--- src/rtl/epmc_pkg.sv ---
`timescale 1ns / 1ps
// ----------------------------------------------------------------------------
// Encoder position move controller package
// Shared types and constants: controller modes, register indexes, reset
// values of the configuration registers, and the input and result words.
// ----------------------------------------------------------------------------
package epmc_pkg;

  // Controller mode, encoded as shown on the mode_now output.
  typedef enum logic [1:0] {
    MODE_IDLE     = 2'd0,
    MODE_JOG_FWD  = 2'd1,
    MODE_JOG_BACK = 2'd2,
    MODE_AUTO     = 2'd3
  } mode_t;

  // Configuration port geometry.
  localparam int CfgIndexWidth = 3;
  localparam int CfgDataWidth  = 14;
  localparam int StepWidth     = 8;
  localparam int PresetWidth   = 14;
  localparam int ResultPosWidth = 32;

  // Register indexes.
  localparam logic [CfgIndexWidth-1:0] CFG_STEP_SIZE     = 3'd0;
  localparam logic [CfgIndexWidth-1:0] CFG_CANCEL_PRESET = 3'd1;
  localparam logic [CfgIndexWidth-1:0] CFG_CANCEL_TARGET = 3'd2;
  localparam logic [CfgIndexWidth-1:0] CFG_ENTER_PRESET  = 3'd3;
  localparam logic [CfgIndexWidth-1:0] CFG_ENTER_TARGET  = 3'd4;

  // Register reset values.
  localparam logic [StepWidth-1:0]   STEP_SIZE_RESET     = 8'd1;
  localparam logic [PresetWidth-1:0] CANCEL_PRESET_RESET = 14'd0;
  localparam logic [PresetWidth-1:0] CANCEL_TARGET_RESET = 14'd5000;
  localparam logic [PresetWidth-1:0] ENTER_PRESET_RESET  = 14'd9000;
  localparam logic [PresetWidth-1:0] ENTER_TARGET_RESET  = 14'd4000;

  // Configuration register set.
  typedef struct packed {
    logic [StepWidth-1:0]   step_size;
    logic [PresetWidth-1:0] cancel_preset;
    logic [PresetWidth-1:0] cancel_target;
    logic [PresetWidth-1:0] enter_preset;
    logic [PresetWidth-1:0] enter_target;
  } cfg_t;

  // One input word: encoder lines and buttons of one sample tick.
  typedef struct packed {
    logic enc_a;
    logic enc_b;
    logic jog_fwd_pressed;
    logic jog_back_pressed;
    logic guard_ok;
    logic cancel_pressed;
    logic enter_pressed;
  } in_word_t;

  // One result word.
  typedef struct packed {
    logic                             drive_forward;
    logic                             drive_backward;
    logic signed [ResultPosWidth-1:0] position_now;
    logic                             last_dir_forward;
    mode_t                            mode_now;
  } res_word_t;

endpackage

--- src/rtl/epmc_ctrl.sv ---
`timescale 1ns / 1ps
// ----------------------------------------------------------------------------
// Encoder position move controller core
// Holds the controller state. For each accepted word it counts the encoder
// step, runs the mode state machine and forms the result word in one pass.
// ----------------------------------------------------------------------------
module epmc_ctrl #(
  parameter int POSITION_WIDTH = 32
) (
  input  logic               clk,
  input  logic               rst,
  input  logic               step_en,
  input  epmc_pkg::in_word_t in_word,
  input  epmc_pkg::cfg_t     cfg,
  output epmc_pkg::res_word_t res_word
);

  // State registers.
  logic [POSITION_WIDTH-1:0] position;
  logic [POSITION_WIDTH-1:0] target_position;
  logic                      count_enable;
  logic                      prev_a;
  epmc_pkg::mode_t           mode;
  logic                      auto_toward_higher;
  logic                      dir_forward_flag;

  logic [POSITION_WIDTH-1:0] position_next;
  logic [POSITION_WIDTH-1:0] target_position_next;
  logic                      count_enable_next;
  epmc_pkg::mode_t           mode_next;
  logic                      auto_toward_higher_next;
  logic                      dir_forward_flag_next;

  logic                      count_edge;
  logic [POSITION_WIDTH-1:0] step_ext;
  logic [POSITION_WIDTH-1:0] pos_stepped;
  logic                      fwd_jog;
  logic                      back_jog;
  logic                      auto_req;
  logic [POSITION_WIDTH-1:0] auto_preset;
  logic [POSITION_WIDTH-1:0] auto_target;
  logic                      preset_below;
  logic                      preset_above;
  logic                      reached_high;
  logic                      reached_low;
  logic                      hold_jog;

  // Encoder step: a falling edge of A counts while counting is enabled.
  assign count_edge = count_enable && prev_a && !in_word.enc_a;
  assign step_ext   = POSITION_WIDTH'(cfg.step_size);

  always_comb begin
    pos_stepped           = position;
    dir_forward_flag_next = dir_forward_flag;
    if (count_edge) begin
      dir_forward_flag_next = in_word.enc_b;
      if (in_word.enc_b) begin
        pos_stepped = position - step_ext;
      end else begin
        pos_stepped = position + step_ext;
      end
    end
  end

  // Button decode and auto move setup values.
  assign fwd_jog  = in_word.jog_fwd_pressed && in_word.guard_ok;
  assign back_jog = in_word.jog_back_pressed && in_word.guard_ok;
  assign auto_req = in_word.cancel_pressed || in_word.enter_pressed;
  assign auto_preset = in_word.cancel_pressed ? POSITION_WIDTH'(cfg.cancel_preset)
                                              : POSITION_WIDTH'(cfg.enter_preset);
  assign auto_target = in_word.cancel_pressed ? POSITION_WIDTH'(cfg.cancel_target)
                                              : POSITION_WIDTH'(cfg.enter_target);
  assign preset_below = $signed(auto_preset) < $signed(auto_target);
  assign preset_above = $signed(auto_target) < $signed(auto_preset);

  // Auto move end tests against the stepped position.
  assign reached_high = !($signed(pos_stepped) < $signed(target_position));
  assign reached_low  = !($signed(target_position) < $signed(pos_stepped));

  // A jog continues while its own button and the guard are held.
  assign hold_jog = ((mode == epmc_pkg::MODE_JOG_FWD) && fwd_jog) ||
                    ((mode == epmc_pkg::MODE_JOG_BACK) && back_jog);

  // Next state of the mode machine.
  always_comb begin
    position_next           = pos_stepped;
    target_position_next    = target_position;
    count_enable_next       = count_enable;
    mode_next               = mode;
    auto_toward_higher_next = auto_toward_higher;
    if (mode == epmc_pkg::MODE_AUTO) begin
      if (auto_toward_higher ? reached_high : reached_low) begin
        mode_next = epmc_pkg::MODE_IDLE;
      end
    end else if (hold_jog) begin
      count_enable_next = 1'b0;
    end else begin
      // Idle evaluation; a released jog skips its own and higher jogs.
      mode_next = epmc_pkg::MODE_IDLE;
      priority if ((mode == epmc_pkg::MODE_IDLE) && fwd_jog) begin
        mode_next         = epmc_pkg::MODE_JOG_FWD;
        count_enable_next = 1'b0;
      end else if ((mode != epmc_pkg::MODE_JOG_BACK) && back_jog) begin
        mode_next         = epmc_pkg::MODE_JOG_BACK;
        count_enable_next = 1'b0;
      end else if (auto_req) begin
        position_next        = auto_preset;
        target_position_next = auto_target;
        count_enable_next    = 1'b1;
        if (preset_below) begin
          auto_toward_higher_next = 1'b1;
          mode_next               = epmc_pkg::MODE_AUTO;
        end else if (preset_above) begin
          auto_toward_higher_next = 1'b0;
          mode_next               = epmc_pkg::MODE_AUTO;
        end
      end else begin
        // No button acts, so the controller stays idle.
      end
    end
  end

  // Result word from the state at the end of the tick.
  always_comb begin
    res_word.drive_forward    = 1'b0;
    res_word.drive_backward   = 1'b0;
    res_word.position_now     = epmc_pkg::ResultPosWidth'($signed(position_next));
    res_word.last_dir_forward = dir_forward_flag_next;
    res_word.mode_now         = mode_next;
    unique case (mode_next)
      epmc_pkg::MODE_JOG_FWD:  res_word.drive_forward = 1'b1;
      epmc_pkg::MODE_JOG_BACK: res_word.drive_backward = 1'b1;
      epmc_pkg::MODE_AUTO: begin
        res_word.drive_backward = auto_toward_higher_next;
        res_word.drive_forward  = !auto_toward_higher_next;
      end
      default: begin
      end
    endcase
  end

  // State update on each accepted word.
  always_ff @(posedge clk) begin
    if (rst) begin
      position           <= '0;
      target_position    <= '0;
      count_enable       <= 1'b0;
      prev_a             <= 1'b0;
      mode               <= epmc_pkg::MODE_IDLE;
      auto_toward_higher <= 1'b0;
      dir_forward_flag   <= 1'b0;
    end else if (step_en) begin
      position           <= position_next;
      target_position    <= target_position_next;
      count_enable       <= count_enable_next;
      prev_a             <= in_word.enc_a;
      mode               <= mode_next;
      auto_toward_higher <= auto_toward_higher_next;
      dir_forward_flag   <= dir_forward_flag_next;
    end
  end

endmodule

--- src/rtl/encoder_position_move_controller_top.sv ---
`timescale 1ns / 1ps
// ----------------------------------------------------------------------------
// Encoder position move controller
// Counts quadrature encoder steps and runs jog and automatic moves. One
// input word per sample tick gives one result word.
// The result word is registered in the output register, or in the skid
// register under output stall. Throughput: one word per cycle while
// in_stall is low, set by the single-pass state update; the two-word
// output buffer takes one more word under output stall. Reset clears the
// controller state, restores the register defaults and empties the buffer.
// ----------------------------------------------------------------------------
module encoder_position_move_controller_top #(
  parameter int POSITION_WIDTH = 32
) (
  input  logic                                 clk,
  input  logic                                 rst,
  // Configuration write port
  input  logic                                 cfg_wr_en,
  input  logic [epmc_pkg::CfgIndexWidth-1:0]   cfg_index,
  input  logic [epmc_pkg::CfgDataWidth-1:0]    cfg_data,
  // Input channel
  input  logic                                 in_valid,
  output logic                                 in_stall,
  input  logic                                 enc_a,
  input  logic                                 enc_b,
  input  logic                                 jog_fwd_pressed,
  input  logic                                 jog_back_pressed,
  input  logic                                 guard_ok,
  input  logic                                 cancel_pressed,
  input  logic                                 enter_pressed,
  // Output channel
  output logic                                 out_valid,
  input  logic                                 out_stall,
  output logic                                 drive_forward,
  output logic                                 drive_backward,
  output logic signed [epmc_pkg::ResultPosWidth-1:0] position_now,
  output logic                                 last_dir_forward,
  output logic [1:0]                           mode_now
);

  epmc_pkg::cfg_t      cfg;
  epmc_pkg::in_word_t  in_word;
  epmc_pkg::res_word_t res_new;
  epmc_pkg::res_word_t out_res;
  epmc_pkg::res_word_t skid_res;
  logic                skid_valid;
  logic                in_accept;
  logic                out_take;

  // Configuration registers.
  always_ff @(posedge clk) begin
    if (rst) begin
      cfg.step_size     <= epmc_pkg::STEP_SIZE_RESET;
      cfg.cancel_preset <= epmc_pkg::CANCEL_PRESET_RESET;
      cfg.cancel_target <= epmc_pkg::CANCEL_TARGET_RESET;
      cfg.enter_preset  <= epmc_pkg::ENTER_PRESET_RESET;
      cfg.enter_target  <= epmc_pkg::ENTER_TARGET_RESET;
    end else if (cfg_wr_en) begin
      case (cfg_index)
        epmc_pkg::CFG_STEP_SIZE:     cfg.step_size <= cfg_data[epmc_pkg::StepWidth-1:0];
        epmc_pkg::CFG_CANCEL_PRESET: cfg.cancel_preset <= cfg_data;
        epmc_pkg::CFG_CANCEL_TARGET: cfg.cancel_target <= cfg_data;
        epmc_pkg::CFG_ENTER_PRESET:  cfg.enter_preset <= cfg_data;
        epmc_pkg::CFG_ENTER_TARGET:  cfg.enter_target <= cfg_data;
        default: begin
        end
      endcase
    end
  end

  // Input word assembly and handshake.
  assign in_word = '{enc_a:            enc_a,
                     enc_b:            enc_b,
                     jog_fwd_pressed:  jog_fwd_pressed,
                     jog_back_pressed: jog_back_pressed,
                     guard_ok:         guard_ok,
                     cancel_pressed:   cancel_pressed,
                     enter_pressed:    enter_pressed};
  assign in_stall  = skid_valid;
  assign in_accept = in_valid && !in_stall;
  assign out_take  = out_valid && !out_stall;

  epmc_ctrl #(
    .POSITION_WIDTH(POSITION_WIDTH)
  ) u_ctrl (
    .clk      (clk),
    .rst      (rst),
    .step_en  (in_accept),
    .in_word  (in_word),
    .cfg      (cfg),
    .res_word (res_new)
  );

  // Output register and skid stage: valid flags.
  always_ff @(posedge clk) begin
    if (rst) begin
      out_valid  <= 1'b0;
      skid_valid <= 1'b0;
    end else if (in_accept) begin
      if (!out_valid || !out_stall) begin
        out_valid <= 1'b1;
      end else begin
        skid_valid <= 1'b1;
      end
    end else if (out_take) begin
      out_valid  <= skid_valid;
      skid_valid <= 1'b0;
    end
  end

  // Output register and skid stage: payload.
  always_ff @(posedge clk) begin
    if (in_accept) begin
      if (!out_valid || !out_stall) begin
        out_res <= res_new;
      end else begin
        skid_res <= res_new;
      end
    end else if (out_take && skid_valid) begin
      out_res <= skid_res;
    end
  end

  // Result word fields.
  assign drive_forward    = out_res.drive_forward;
  assign drive_backward   = out_res.drive_backward;
  assign position_now     = out_res.position_now;
  assign last_dir_forward = out_res.last_dir_forward;
  assign mode_now         = out_res.mode_now;

endmodule
--- config.mk ---
export PLATFORM = sky130hd
export DESIGN_NAME = encoder_position_move_controller_top
export DESIGN_NICKNAME = d
export VERILOG_FILES = /design/src/rtl/epmc_pkg.sv /design/src/rtl/epmc_ctrl.sv /design/src/rtl/encoder_position_move_controller_top.sv
export SDC_FILE = /design/constraint.sdc
export NUM_CORES = 1
export LEC_CHECK = 0
export ABC_CLOCK_PERIOD_IN_PS = 8000
export BUFFER_PORTS_ARGS = -buffer_cell sky130_fd_sc_hd__buf_2
export CAP_MARGIN = 10
export CORE_ASPECT_RATIO = 1.5
export CORE_MARGIN = 2
export CORE_UTILIZATION = 42
export DETAILED_ROUTE_END_ITERATION = 8
export PLACE_DENSITY = 0.57
export SKIP_CTS_REPAIR_TIMING = 1
export SLEW_MARGIN = 20
export SYNTH_ARGS = -nofsm -noshare
export SYNTH_HDL_FRONTEND = slang
export SYNTH_SLANG_ARGS = --single-unit
--- constraint.sdc ---
create_clock -name clk -period 8 [get_ports clk]
set_input_delay 0 -clock clk [delete_from_list [all_inputs] [get_ports clk]]
set_output_delay 0 -clock clk [all_outputs]
set_load 0.005 [all_outputs]
==> results of run 1 <==
-- kinds of logic (layout without fill, tap and decap cells) --
logic type	count (synthesis)	in the layout	share of synthesized area (%)
compound gates	311	311	18.4
xor+xnor	21	21	1.69
fa+ha+maj	63	63	7.31
buf+inv	101	157	3.56
flops	192	192	42.1
mux	48	48	4.73
simple gates	549	549	22.2
-- where the power goes --
part / total, W / switching (W) / leakage, nW / internal (W)
registers: 0.00108 / 0.0000200 / 1.71 / 0.00106
logic: 0.000384 / 0.000246 / 2.98 / 0.000138
clock network: 0.000826 / 0.000394 / 0.269 / 0.000432
-- through the flow --
step / power (W) / hold slack (ns) / area, µm² / utilization (%) / cells
floorplan: 0.00135 / 0.124 / 10900 / - / 1285
global placement: 0.00148 / 0.260 / 11500 / 44.6 / 1624
detailed placement: 0.00148 / 0.266 / 11500 / 44.6 / 1624
CTS: 0.00230 / -0.207 / 12000 / 46.8 / 1656
global route: 0.00239 / 0.0491 / 12200 / 47.5 / 1674
finish: 0.00229 / 0.0270 / 12200 / 47.5 / 1674
-- worst min-delay path, cell delays in order --
cell     delay, ns
buf_2         0.07
or2_2         0.18
a31oi_1       0.10
nor2_1        0.09
-- cell type report --
type                            count  area (µm²)
Clock buffer                       17         425
Inverter                           31         116
Tap cell                          333         417
Fill cell                        2574       13500
Multi-Input combinational cell    992        5940
Clock inverter                     15         136
Sequential cell                   192        4580
Timing Repair Buffer               94         586
-- worst paths after layout --
check	startpoint	slack (ns)	to
setup / recovery	cfg[59]	2.55	skid_res[35]
hold / removal	enter_pressed	0.03	u_ctrl.count_enable
setup reg to reg	cfg[59]	2.55	skid_res[35]
hold reg to reg	cfg[42]	0.45	cfg[42]
-- layout by cell type, fill, tap and decap left out, types with 20 or more instances in the layout --
master and n:
mux2_2 28, ha_1 62, dfxtp_1 118, nand2_1 308, mux2i_1 20, nor2_1 97
a21oi_1 146, inv_1 31, o21ai_0 40, buf_2 66, nand3_1 27, edfxtp_1 74
a21o_1 20
-- registers in the layout, summed over array words and instances (netlist names) --
| name | count |
|---|---|
| cfg | 64 |
| last_dir_forward | 1 |
| u_ctrl.mode | 2 |
| u_ctrl.count_enable | 1 |
| u_ctrl.prev_a | 1 |
| u_ctrl.target_position | 14 |
| in_stall | 1 |
| position_now | 32 |
| skid_res | 37 |
| u_ctrl.dir_forward_flag | 1 |
| mode_now | 2 |
| out_valid | 1 |
| drive_backward | 1 |
| u_ctrl.position | 32 |
| drive_forward | 1 |
| u_ctrl.auto_toward_higher | 1 |
-- routing by layer --
layer	track usage (%)	vias to the layer above	routed length, µm
met5	0	-	0
met2	43.6	195	16700
met1	25.8	4354	12200
li1	-	4630	-
met4	12.5	0	1600
met3	3.05	71	803
==> results.ini, run 1 <==
[outcome]
status=complete, no violations

[logic_synthesis]
synthTopCellsByArea=dfxtp_1, edfxtp_1, nand2_1
synth_area_um2=10900
async_flop_share_pct=0
synth_top_area_cell=dfxtp_1
synth_ff_type=dfxtp_1
syn_inst=1285
synth_most_common_cell=nand2_1
yosys.area.top_type_share_pct=21.7
ys_seq_area_share_pct=42.1
ys_top_cells_by_count=nand2_1, a21oi_1, dfxtp_1
ys_ff_latch=192
yosys_warnings=0
synthesis.nets=1377
yosysUniqueCellTypes=73
syn_area_per_cell_um2=8.47
synth_edf_count=74

[critical_path]
cp.buffers_inverters=0
cp_common_cell=ha_1
critPathRequiredTime_ns=8.19
cp.depth=19
r2r_cells=19
crit_family=compound AO/OA/AOI/OAI gates
crit_arrival_ns=5.64
worstSetupStartpointType=register
end_kind=register
slowest_delay_ns=0.44
crit_path_cell_trace=nor3_1, and3_1, nor3b_1, ha_1, mux2i_1, ha_1, a21oi_1, o221ai_1, nor2_1, xor2_1, o21ai_0, ha_1, o21a_1, o22ai_1, nor2_1, nor4_1, nand2_1, a31oi_4, a21oi_1
crit_slowest_cell=nor3_1
worst-path-max-fanout=10
worst-setup-path-type=reg -> reg

[place]
dpl.hpwl_um=23500
port-buffer-count=67
preCtsSetupSlack_ns=2.58
gp_congestion=0.978

[layout]
nets=1420
drive_above_1_share_pct=12.8
antenna_cells=0
area_delta_synth_final_pct=12.1

[detailed_routing]
drc=0
routed_via_density=5.53
wire_per_inst_um=18.7
dr_total_vias=9250
drt-initial-drc-count=453
ant_nets=0
drt_first_pass_iters=5
wirelength_um=31300

[clocking]
cts_tree=built
cts.sinks=192
htree_levels=4
clk_path_buf_depth=2
cts_buffers=17
cts-root-buf=clkbuf_16
clkLatencyLatePin_ns=0.45
path_clk_slew_ns=0.07

[timing]
timing.fmax_mhz=184
clock_skew_ns=0.0134
maxSlewHeadroom_pct=31.4
fin_tns_setup_ns=0
timing.final.crit_period_ns=5.45
finalSetupViolCount=0
finalCritPeriodShare_pct=68.1
worstMarginPinSlew_ns=1.03
final_max_slew_viol_count=0
fin_ws_ns=2.55
finalHoldViolations=0
grt_setup_unrepaired=no

[global_route]
grt_max_degree=87
antenna_found_initial=0
grt_pass1_vias=9133
grt.overflow.total=0
grt_util_all_layers_pct=23.6
grt_pass1_wl_um=49400

[job]
maxCapViolations=0

[die]
die_h_um=201
rows=72
start_util_pct=42.4
ioPinCount=68
fp.coreArea_um2=25700
die_area_um2=27300
die_w_um=135

[hold_path]
min_path_type=in -> reg
min_path_cells=4

[power_and_ir_drop]
total_leakage_power_nw=4.96
ir_worst_vdd_mv=0.153
pwr_density_cell_nw_per_um2=188

Note: power is estimated with default switching activity, not from simulation.
==> inputs of run 2 (changes only) <==
Settings changed: ABC_CLOCK_PERIOD_IN_PS 8000 to 5200.
Clock period 8 ns to 5.2 ns, I/O delays scaled along.
==> run 2 against run 1 <==
Compared with the run above:
- hold slack got worse by 0.014 ns
- critical path depth increased by 5
- first-iteration DRC count decreased by 3.1%
- setup slack got worse by 2.2 ns
- final cell count increased by 1.1%
- non-clock buffer count increased by 18
- wire length increased by 1.4%
- via count increased by 1.1%
- clock power increased by 57%
- maximum frequency increased by 13%
- largest cell class unchanged
==> results.ini, run 2 (synthesis gave the netlist of run 1 again) <==
[power_and_ir_drop]
pwr_density_cell_nw_per_um2=290  ; was 188 nW/µm²
p_clk_share_pct=36.3  ; was 36.1%
swShare_pct=28.0  ; was 28.8%
fin_total_pwr_w=0.00360  ; was 0.00229 W
p_switching_w=0.00101  ; was 0.000660 W
comb_power_share_pct=17.5  ; was 16.8%
intPower_w=0.00259  ; was 0.00163 W
p_seq_share_pct=46.2  ; was 47.2%
ir_worst_vdd_mv=0.232  ; was 0.153 mV
total_leakage_power_nw=5.08  ; was 4.96 nW

[global_route]
grt.overflow.total=0  ; unchanged
grt_max_degree=59  ; was 87
antenna_found_initial=0  ; unchanged
grt_util_all_layers_pct=24.1  ; was 23.6%
grt_pass1_wl_um=50400  ; was 49400 µm
grt_pass1_vias=9306  ; was 9133

[die]
ioPinCount=68  ; unchanged
die_w_um=135  ; unchanged
die_h_um=201  ; unchanged
start_util_pct=42.4  ; unchanged
fp.coreArea_um2=25700  ; unchanged
rows=72  ; unchanged
die_area_um2=27300  ; unchanged

[layout]
largest_register_ffs=64  ; unchanged
fin_cells=1692  ; was 1674
final_common_cell=nand2_1  ; unchanged
ff_latch_area_um2=4580  ; unchanged
num-fill-cells=2575  ; was 2574
fin_area_um2=12400  ; was 12200 µm²
area_delta_synth_final_pct=13.8  ; was 12.1%
top_register=cfg  ; unchanged
antenna_cells=0  ; unchanged
top_regs=cfg x64, skid_res x37  ; unchanged
nets=1438  ; was 1420
multi_input_area_um2=5960  ; was 5940 µm²
drive_above_1_share_pct=14.1  ; was 12.8%
final_cell_mix=nand2_1, a21oi_1, dfxtp_1  ; unchanged

[timing]
worstMarginPinSlew_ns=1.08  ; was 1.03 ns
maxSlewHeadroom_pct=27.7  ; was 31.4%
finalHoldViolations=0  ; unchanged
timing.fmax_mhz=207  ; was 184 MHz
clock_skew_ns=0.00932  ; was 0.0134 ns
holdWs_ns=0.0129  ; was 0.0270 ns
timing.final.crit_period_ns=4.83  ; was 5.45 ns
finalSetupViolCount=0  ; unchanged
final_max_slew_viol_count=0  ; unchanged
finalCritPeriodShare_pct=93.0  ; was 68.1%

[critical_path]
end_kind=register  ; unchanged
crit_path_cell_trace=inv_1, ha_1, mux2_2, fa_1, nor2b_1, o2111ai_1, a21boi_1, o21ai_0, a21boi_1, o21ai_0, nor3b_1, o31ai_2, ha_1, nor2b_1, o21ai_0, nand2_1, o22ai_2, nand2_1, nor4_2, o2bb2ai_2, a31oi_4, buf_12, buf_4, o41ai_2  ; was nor3_1, and3_1, nor3b_1, ha_1, mux2i_1, ha_1, a21oi_1, o221ai_1, nor2_1, xor2_1, o21ai_0, ha_1, o21a_1, o22ai_1, nor2_1, nor4_1, nand2_1, a31oi_4, a21oi_1
worst-setup-path-type=reg -> reg  ; unchanged
crit_slowest_cell=fa_1  ; was nor3_1
crit_arrival_ns=5.18  ; was 5.64 ns
cp.buffers_inverters=3  ; was 0
cp_common_cell=o21ai_0  ; was ha_1
worstSetupStartpointType=register  ; unchanged
critPathRequiredTime_ns=5.55  ; was 8.19 ns
slowest_delay_ns=0.44  ; about the same
worst-path-max-fanout=10  ; unchanged
crit_family=compound AO/OA/AOI/OAI gates  ; unchanged

[clocking]
clkLatencyLatePin_ns=0.44  ; was 0.45 ns
clk_path_buf_depth=2  ; unchanged
path_clk_slew_ns=0.07  ; about the same
cts.sinks=192  ; unchanged
htree_levels=4  ; unchanged
cts_tree=built  ; unchanged
cts-root-buf=clkbuf_16  ; unchanged
cts_buffers=17  ; unchanged

[detailed_routing]
drt-initial-drc-count=439  ; was 453
dr_total_vias=9352  ; was 9250
wire_per_inst_um=18.8  ; was 18.7 µm
wirelength_um=31800  ; was 31300 µm
routed_via_density=5.53  ; about the same
drc=0  ; unchanged
ant_nets=0  ; unchanged
drt_first_pass_iters=5  ; unchanged

[place]
port-buffer-count=67  ; unchanged
dp.cells=1641  ; was 1624
placed_area_um2=11600  ; was 11500 µm²
dpl.hpwl_um=23900  ; was 23500 µm
gp_congestion=0.973  ; was 0.978

[hold_path]
min_path_type=in -> reg  ; unchanged

[job]
maxCapViolations=0  ; unchanged

[outcome]
status=complete, no violations  ; unchanged

[run 2: changes by cell type in the layout (fill, tap and decap cells not counted), moves of 2 or more]
cell / change
clkinv_1: +2
o21ai_1: +2
buf_4: +18
inv_8: -2
o21ai_0: -2
clkinvlp_4: -2
a21boi_1: +2
clkinv_2: -2
a21boi_0: -2
[run 2: power groups by stage]
stage          Combinational [W]  Sequential, W  Clock (W)
2_1_floorplan           0.000390        0.00169          0
3_3_place_gp            0.000587        0.00169          0
3_5_place_dp            0.000591        0.00170          0
4_1_cts                 0.000594        0.00166    0.00134
5_1_grt                 0.000695        0.00167    0.00140
6_report                0.000629        0.00166    0.00130
[run 2: final cells by class]
cell class,instances,area share (%)
Tap cell,333,3.36
Inverter,31,0.939
Timing Repair Buffer,112,5.90
Multi-Input combinational cell,992,48.1
Sequential cell,192,37.0
Clock buffer,19,3.58
Clock inverter,13,1.09
[run 2: metrics by stage]
stage,worst slack [ns],util (%),TNS (ns)
2_1_floorplan,0.708,-,0
3_3_place_gp,0.140,45.1,0
3_5_place_dp,0.0763,45.1,0
4_1_cts,0.0490,47.4,0
5_1_grt,-0.00222,48.3,-0.00437
6_report,0.366,48.3,0
[run 2: worst paths after layout]
check / start / endpoint / slack (ns) / cells past startpoint
worst min register to register: cfg[47] / cfg[47] / 0.46 / 2
worst max register to register: cfg[57] / u_ctrl.mode[1] / 0.37 / 24
worst min-delay path: rst / cfg[16] / 0.01 / 2
worst max-delay path: cfg[57] / u_ctrl.mode[1] / 0.37 / 24
[run 2: routing by layer]
metal | GRT usage (%) | vias up | wire (µm)
met5 | 0 | - | 0
met4 | 14.4 | 0 | 1870
met3 | 3.40 | 82 | 803
met2 | 44.2 | 202 | 16900
met1 | 25.7 | 4398 | 12200
li1 | - | 4670 | -
==> inputs of run 3 (changes only) <==
Settings changed: ABC_AREA set to 1, BUFFER_PORTS_ARGS -buffer_cell sky130_fd_sc_hd__buf_2 to unset, DONT_BUFFER_PORTS set to 1, PLACE_DENSITY 0.57 to 0.54.
==> run 3 against run 2 <==
Compared with the run above:
- the flow now finishes with violations (hold timing)
- via count up 6.8%
- clock power about the same
- flip-flop and latch count is the same
- hold slack worse by 0.042 ns
- sequential power hardly changed
- setup slack improved by 0.13 ns
- maximum frequency grew 2.8%
- critical endpoint is now skid_res[35]
==> results.ini, run 3 <==
[layout]
area_delta_synth_final_pct=10.6  ; was 13.8%
fin_util_pct=47.0  ; was 48.3%
top_regs=cfg x64, skid_res x37  ; unchanged
fin_cells=1950  ; was 1692
largest_register_ffs=64  ; unchanged
antenna_cells=0  ; unchanged
num-fill-cells=2696  ; was 2575
final_common_cell=nand2_1  ; unchanged
final_cell_mix=nand2_1, inv_1, nor2_1  ; was nand2_1, a21oi_1, dfxtp_1
nets=1692  ; was 1438
multi_input_area_um2=5660  ; was 5960 µm²
top_register=cfg  ; unchanged
ff_latch_area_um2=4580  ; unchanged
drive_above_1_share_pct=6.63  ; was 14.1%

[critical_path]
cp.buffers_inverters=2  ; was 3
cp_common_cell=o21ai_0  ; unchanged
r2r_slack_ns=0.50  ; was 0.37 ns
worstSetupStartpointType=register  ; unchanged
worst-setup-path-type=reg -> reg  ; unchanged
worstReg2RegStart=cfg[56]  ; was cfg[57]
r2r-end=skid_res[35]  ; was u_ctrl.mode[1]
crit_slowest_cell=nor3_1  ; was fa_1
end_kind=register  ; unchanged
slowest_delay_ns=0.36  ; was 0.44 ns
r2r_cells=27  ; was 24
crit_family=simple AND/OR/NAND/NOR gates  ; was compound AO/OA/AOI/OAI gates
crit_arrival_ns=4.91  ; was 5.18 ns
worst-path-max-fanout=6  ; was 10
critPathRequiredTime_ns=5.40  ; was 5.55 ns

[power_and_ir_drop]
comb_power_share_pct=14.8  ; was 17.5%
p_seq_share_pct=47.6  ; was 46.2%
p_clk_share_pct=37.6  ; was 36.3%
ir_worst_vdd_mv=0.244  ; was 0.232 mV
intPower_w=0.00248  ; was 0.00259 W
fin_total_pwr_w=0.00352  ; was 0.00360 W
total_leakage_power_nw=6.00  ; was 5.08 nW
p_switching_w=0.00104  ; was 0.00101 W
swShare_pct=29.6  ; was 28.0%
pwr_density_cell_nw_per_um2=283  ; was 290 nW/µm²

[logic_synthesis]
yosysUniqueCellTypes=41  ; was 73
yosys.area.top_type_share_pct=21.0  ; was 21.7%
synthesis.nets=1687  ; was 1377
async_flop_share_pct=0  ; unchanged
syn_area_per_cell_um2=7.04  ; was 8.47 µm²
ys_ff_latch=192  ; unchanged
synth_area_um2=11200  ; was 10900 µm²
synthTopCellsByArea=dfxtp_1, edfxtp_1, nand2_1  ; unchanged
ys_top_cells_by_count=nand2_1, inv_1, nor2_1  ; was nand2_1, a21oi_1, dfxtp_1
ys_seq_area_share_pct=40.8  ; was 42.1%
synth_most_common_cell=nand2_1  ; unchanged
synth_top_area_cell=dfxtp_1  ; unchanged
yosys_warnings=0  ; unchanged
syn_inst=1595  ; was 1285
synth_ff_type=dfxtp_1  ; unchanged
synth_edf_count=74  ; unchanged

[place]
gp_congestion=1.01  ; was 0.973
dp.cells=1893  ; was 1641
port-buffer-count=0  ; was 67
dpl.hpwl_um=27000  ; was 23900 µm

[detailed_routing]
wire_per_inst_um=17.9  ; was 18.8 µm
dr_total_vias=9990  ; was 9352
routed_via_density=5.12  ; was 5.53
drc=0  ; unchanged
drt-initial-drc-count=582  ; was 439
drt_first_pass_iters=7  ; was 5
ant_nets=0  ; unchanged
wirelength_um=35000  ; was 31800 µm

[timing]
timing.final.crit_period_ns=4.70  ; was 4.83 ns
finalHoldViolations=2  ; was 0
final_max_slew_viol_count=0  ; unchanged
worstMarginPinSlew_ns=0.940  ; was 1.08 ns
finalSetupViolCount=0  ; unchanged
fin_tns_setup_ns=0  ; unchanged
clock_skew_ns=0.00804  ; was 0.00932 ns
maxSlewHeadroom_pct=37.1  ; was 27.7%
finalCritPeriodShare_pct=90.4  ; was 93.0%
timing.fmax_mhz=213  ; was 207 MHz
grt_setup_unrepaired=no
holdWs_ns=-0.0290  ; was 0.0129 ns

[die]
start_util_pct=42.5  ; was 42.4%
die_h_um=204  ; was 201 µm
ioPinCount=68  ; unchanged
die_w_um=138  ; was 135 µm
fp.coreArea_um2=26400  ; was 25700 µm²
die_area_um2=28100  ; was 27300 µm²
rows=73  ; was 72

[hold_path]
hold_start=cfg_wr_en  ; was rst
min_path_type=in -> reg  ; unchanged
min_path_cells=3  ; was 2
hold_path_end=cfg[0]  ; was cfg[16]

[global_route]
antenna_found_initial=0  ; unchanged
grt_util_all_layers_pct=25.7  ; was 24.1%
grt.overflow.total=0  ; unchanged
grt_max_degree=77  ; was 59
grt_pass1_wl_um=53900  ; was 50400 µm
grt_pass1_vias=9708  ; was 9306

[clocking]
path_clk_slew_ns=0.07  ; about the same
clk_path_buf_depth=2  ; unchanged
clkLatencyLatePin_ns=0.44  ; about the same
htree_levels=4  ; unchanged
cts.sinks=192  ; unchanged
cts_buffers=17  ; unchanged
cts-root-buf=clkbuf_16  ; unchanged
cts_tree=built  ; unchanged

[outcome]
status=finished with violations  ; was complete, no violations
violations=hold timing

[job]
maxCapViolations=0  ; unchanged

-- run 3: cell count changes in the layout (fill, tap and decap cells not counted), sizes merged, moves of 45 or more --
cell,before,now
nand3,27,72
nor2,98,188
a21oi,148,98
o21ai,43,108
buf,95,13
nand2,308,518
inv,33,222
-- run 3: worst max-delay path by stage --
stage,from,endpoint,slack (ns),depth (start not counted)
6_report,cfg[56],skid_res[35],0.50,27
5_1_grt,cfg[56],skid_res[35],0.12,27
4_1_cts,cfg[56],skid_res[35],0.36,27
3_5_place_dp,cfg[56],skid_res[35],0.38,27
3_3_place_gp,cfg[56],skid_res[35],0.42,27
2_1_floorplan,cfg[56],skid_res[35],1.43,27
-- run 3: cell families after synthesis --
group | share of synthesized area [%]
AO/OA/AOI/OAI | 11.4
XOR/XNOR | 0.624
adder cells (fa/ha/maj) | 7.09
buffers and inverters | 8.98
flip-flops | 40.8
multiplexers | 1.25
AND/OR/NAND/NOR | 29.8
-- run 3: worst min-delay path, cell delays in order --
cell and delay (ns):
nand3_1 0.06, buf_4 0.21, a21oi_1 0.09
-- run 3: layout make-up --
type | instances | share of cell area (%)
Timing Repair Buffer | 37 | 2.88
Tap cell | 337 | 3.40
Multi-Input combinational cell | 1135 | 45.6
Sequential cell | 192 | 36.9
Clock inverter | 14 | 1.20
Clock buffer | 18 | 3.46
Inverter | 217 | 6.56
-- run 3: through the flow --
step	instance area, µm²	setup WS (ns)
finish	12400	0.497
global route	12400	0.120
CTS	12100	0.359
detailed placement	11600	0.382
global placement	11600	0.419
floorplan	11200	1.43
-- run 3: power by group through the flow --
stage | Sequential, W | Combinational [W] | Clock, W
floorplan | 0.00170 | 0.000360 | 0
global placement | 0.00171 | 0.000481 | 0
detailed placement | 0.00171 | 0.000485 | 0
CTS | 0.00168 | 0.000487 | 0.00135
global route | 0.00168 | 0.000589 | 0.00140
finish | 0.00167 | 0.000519 | 0.00132
-- run 3: per-layer routing --
metal | global-route usage (%) | share of wire, %
met5 | 0 | 0
met4 | 15.8 | 6.9
met3 | 3.15 | 2.1
met2 | 49.3 | 55
met1 | 25.7 | 36
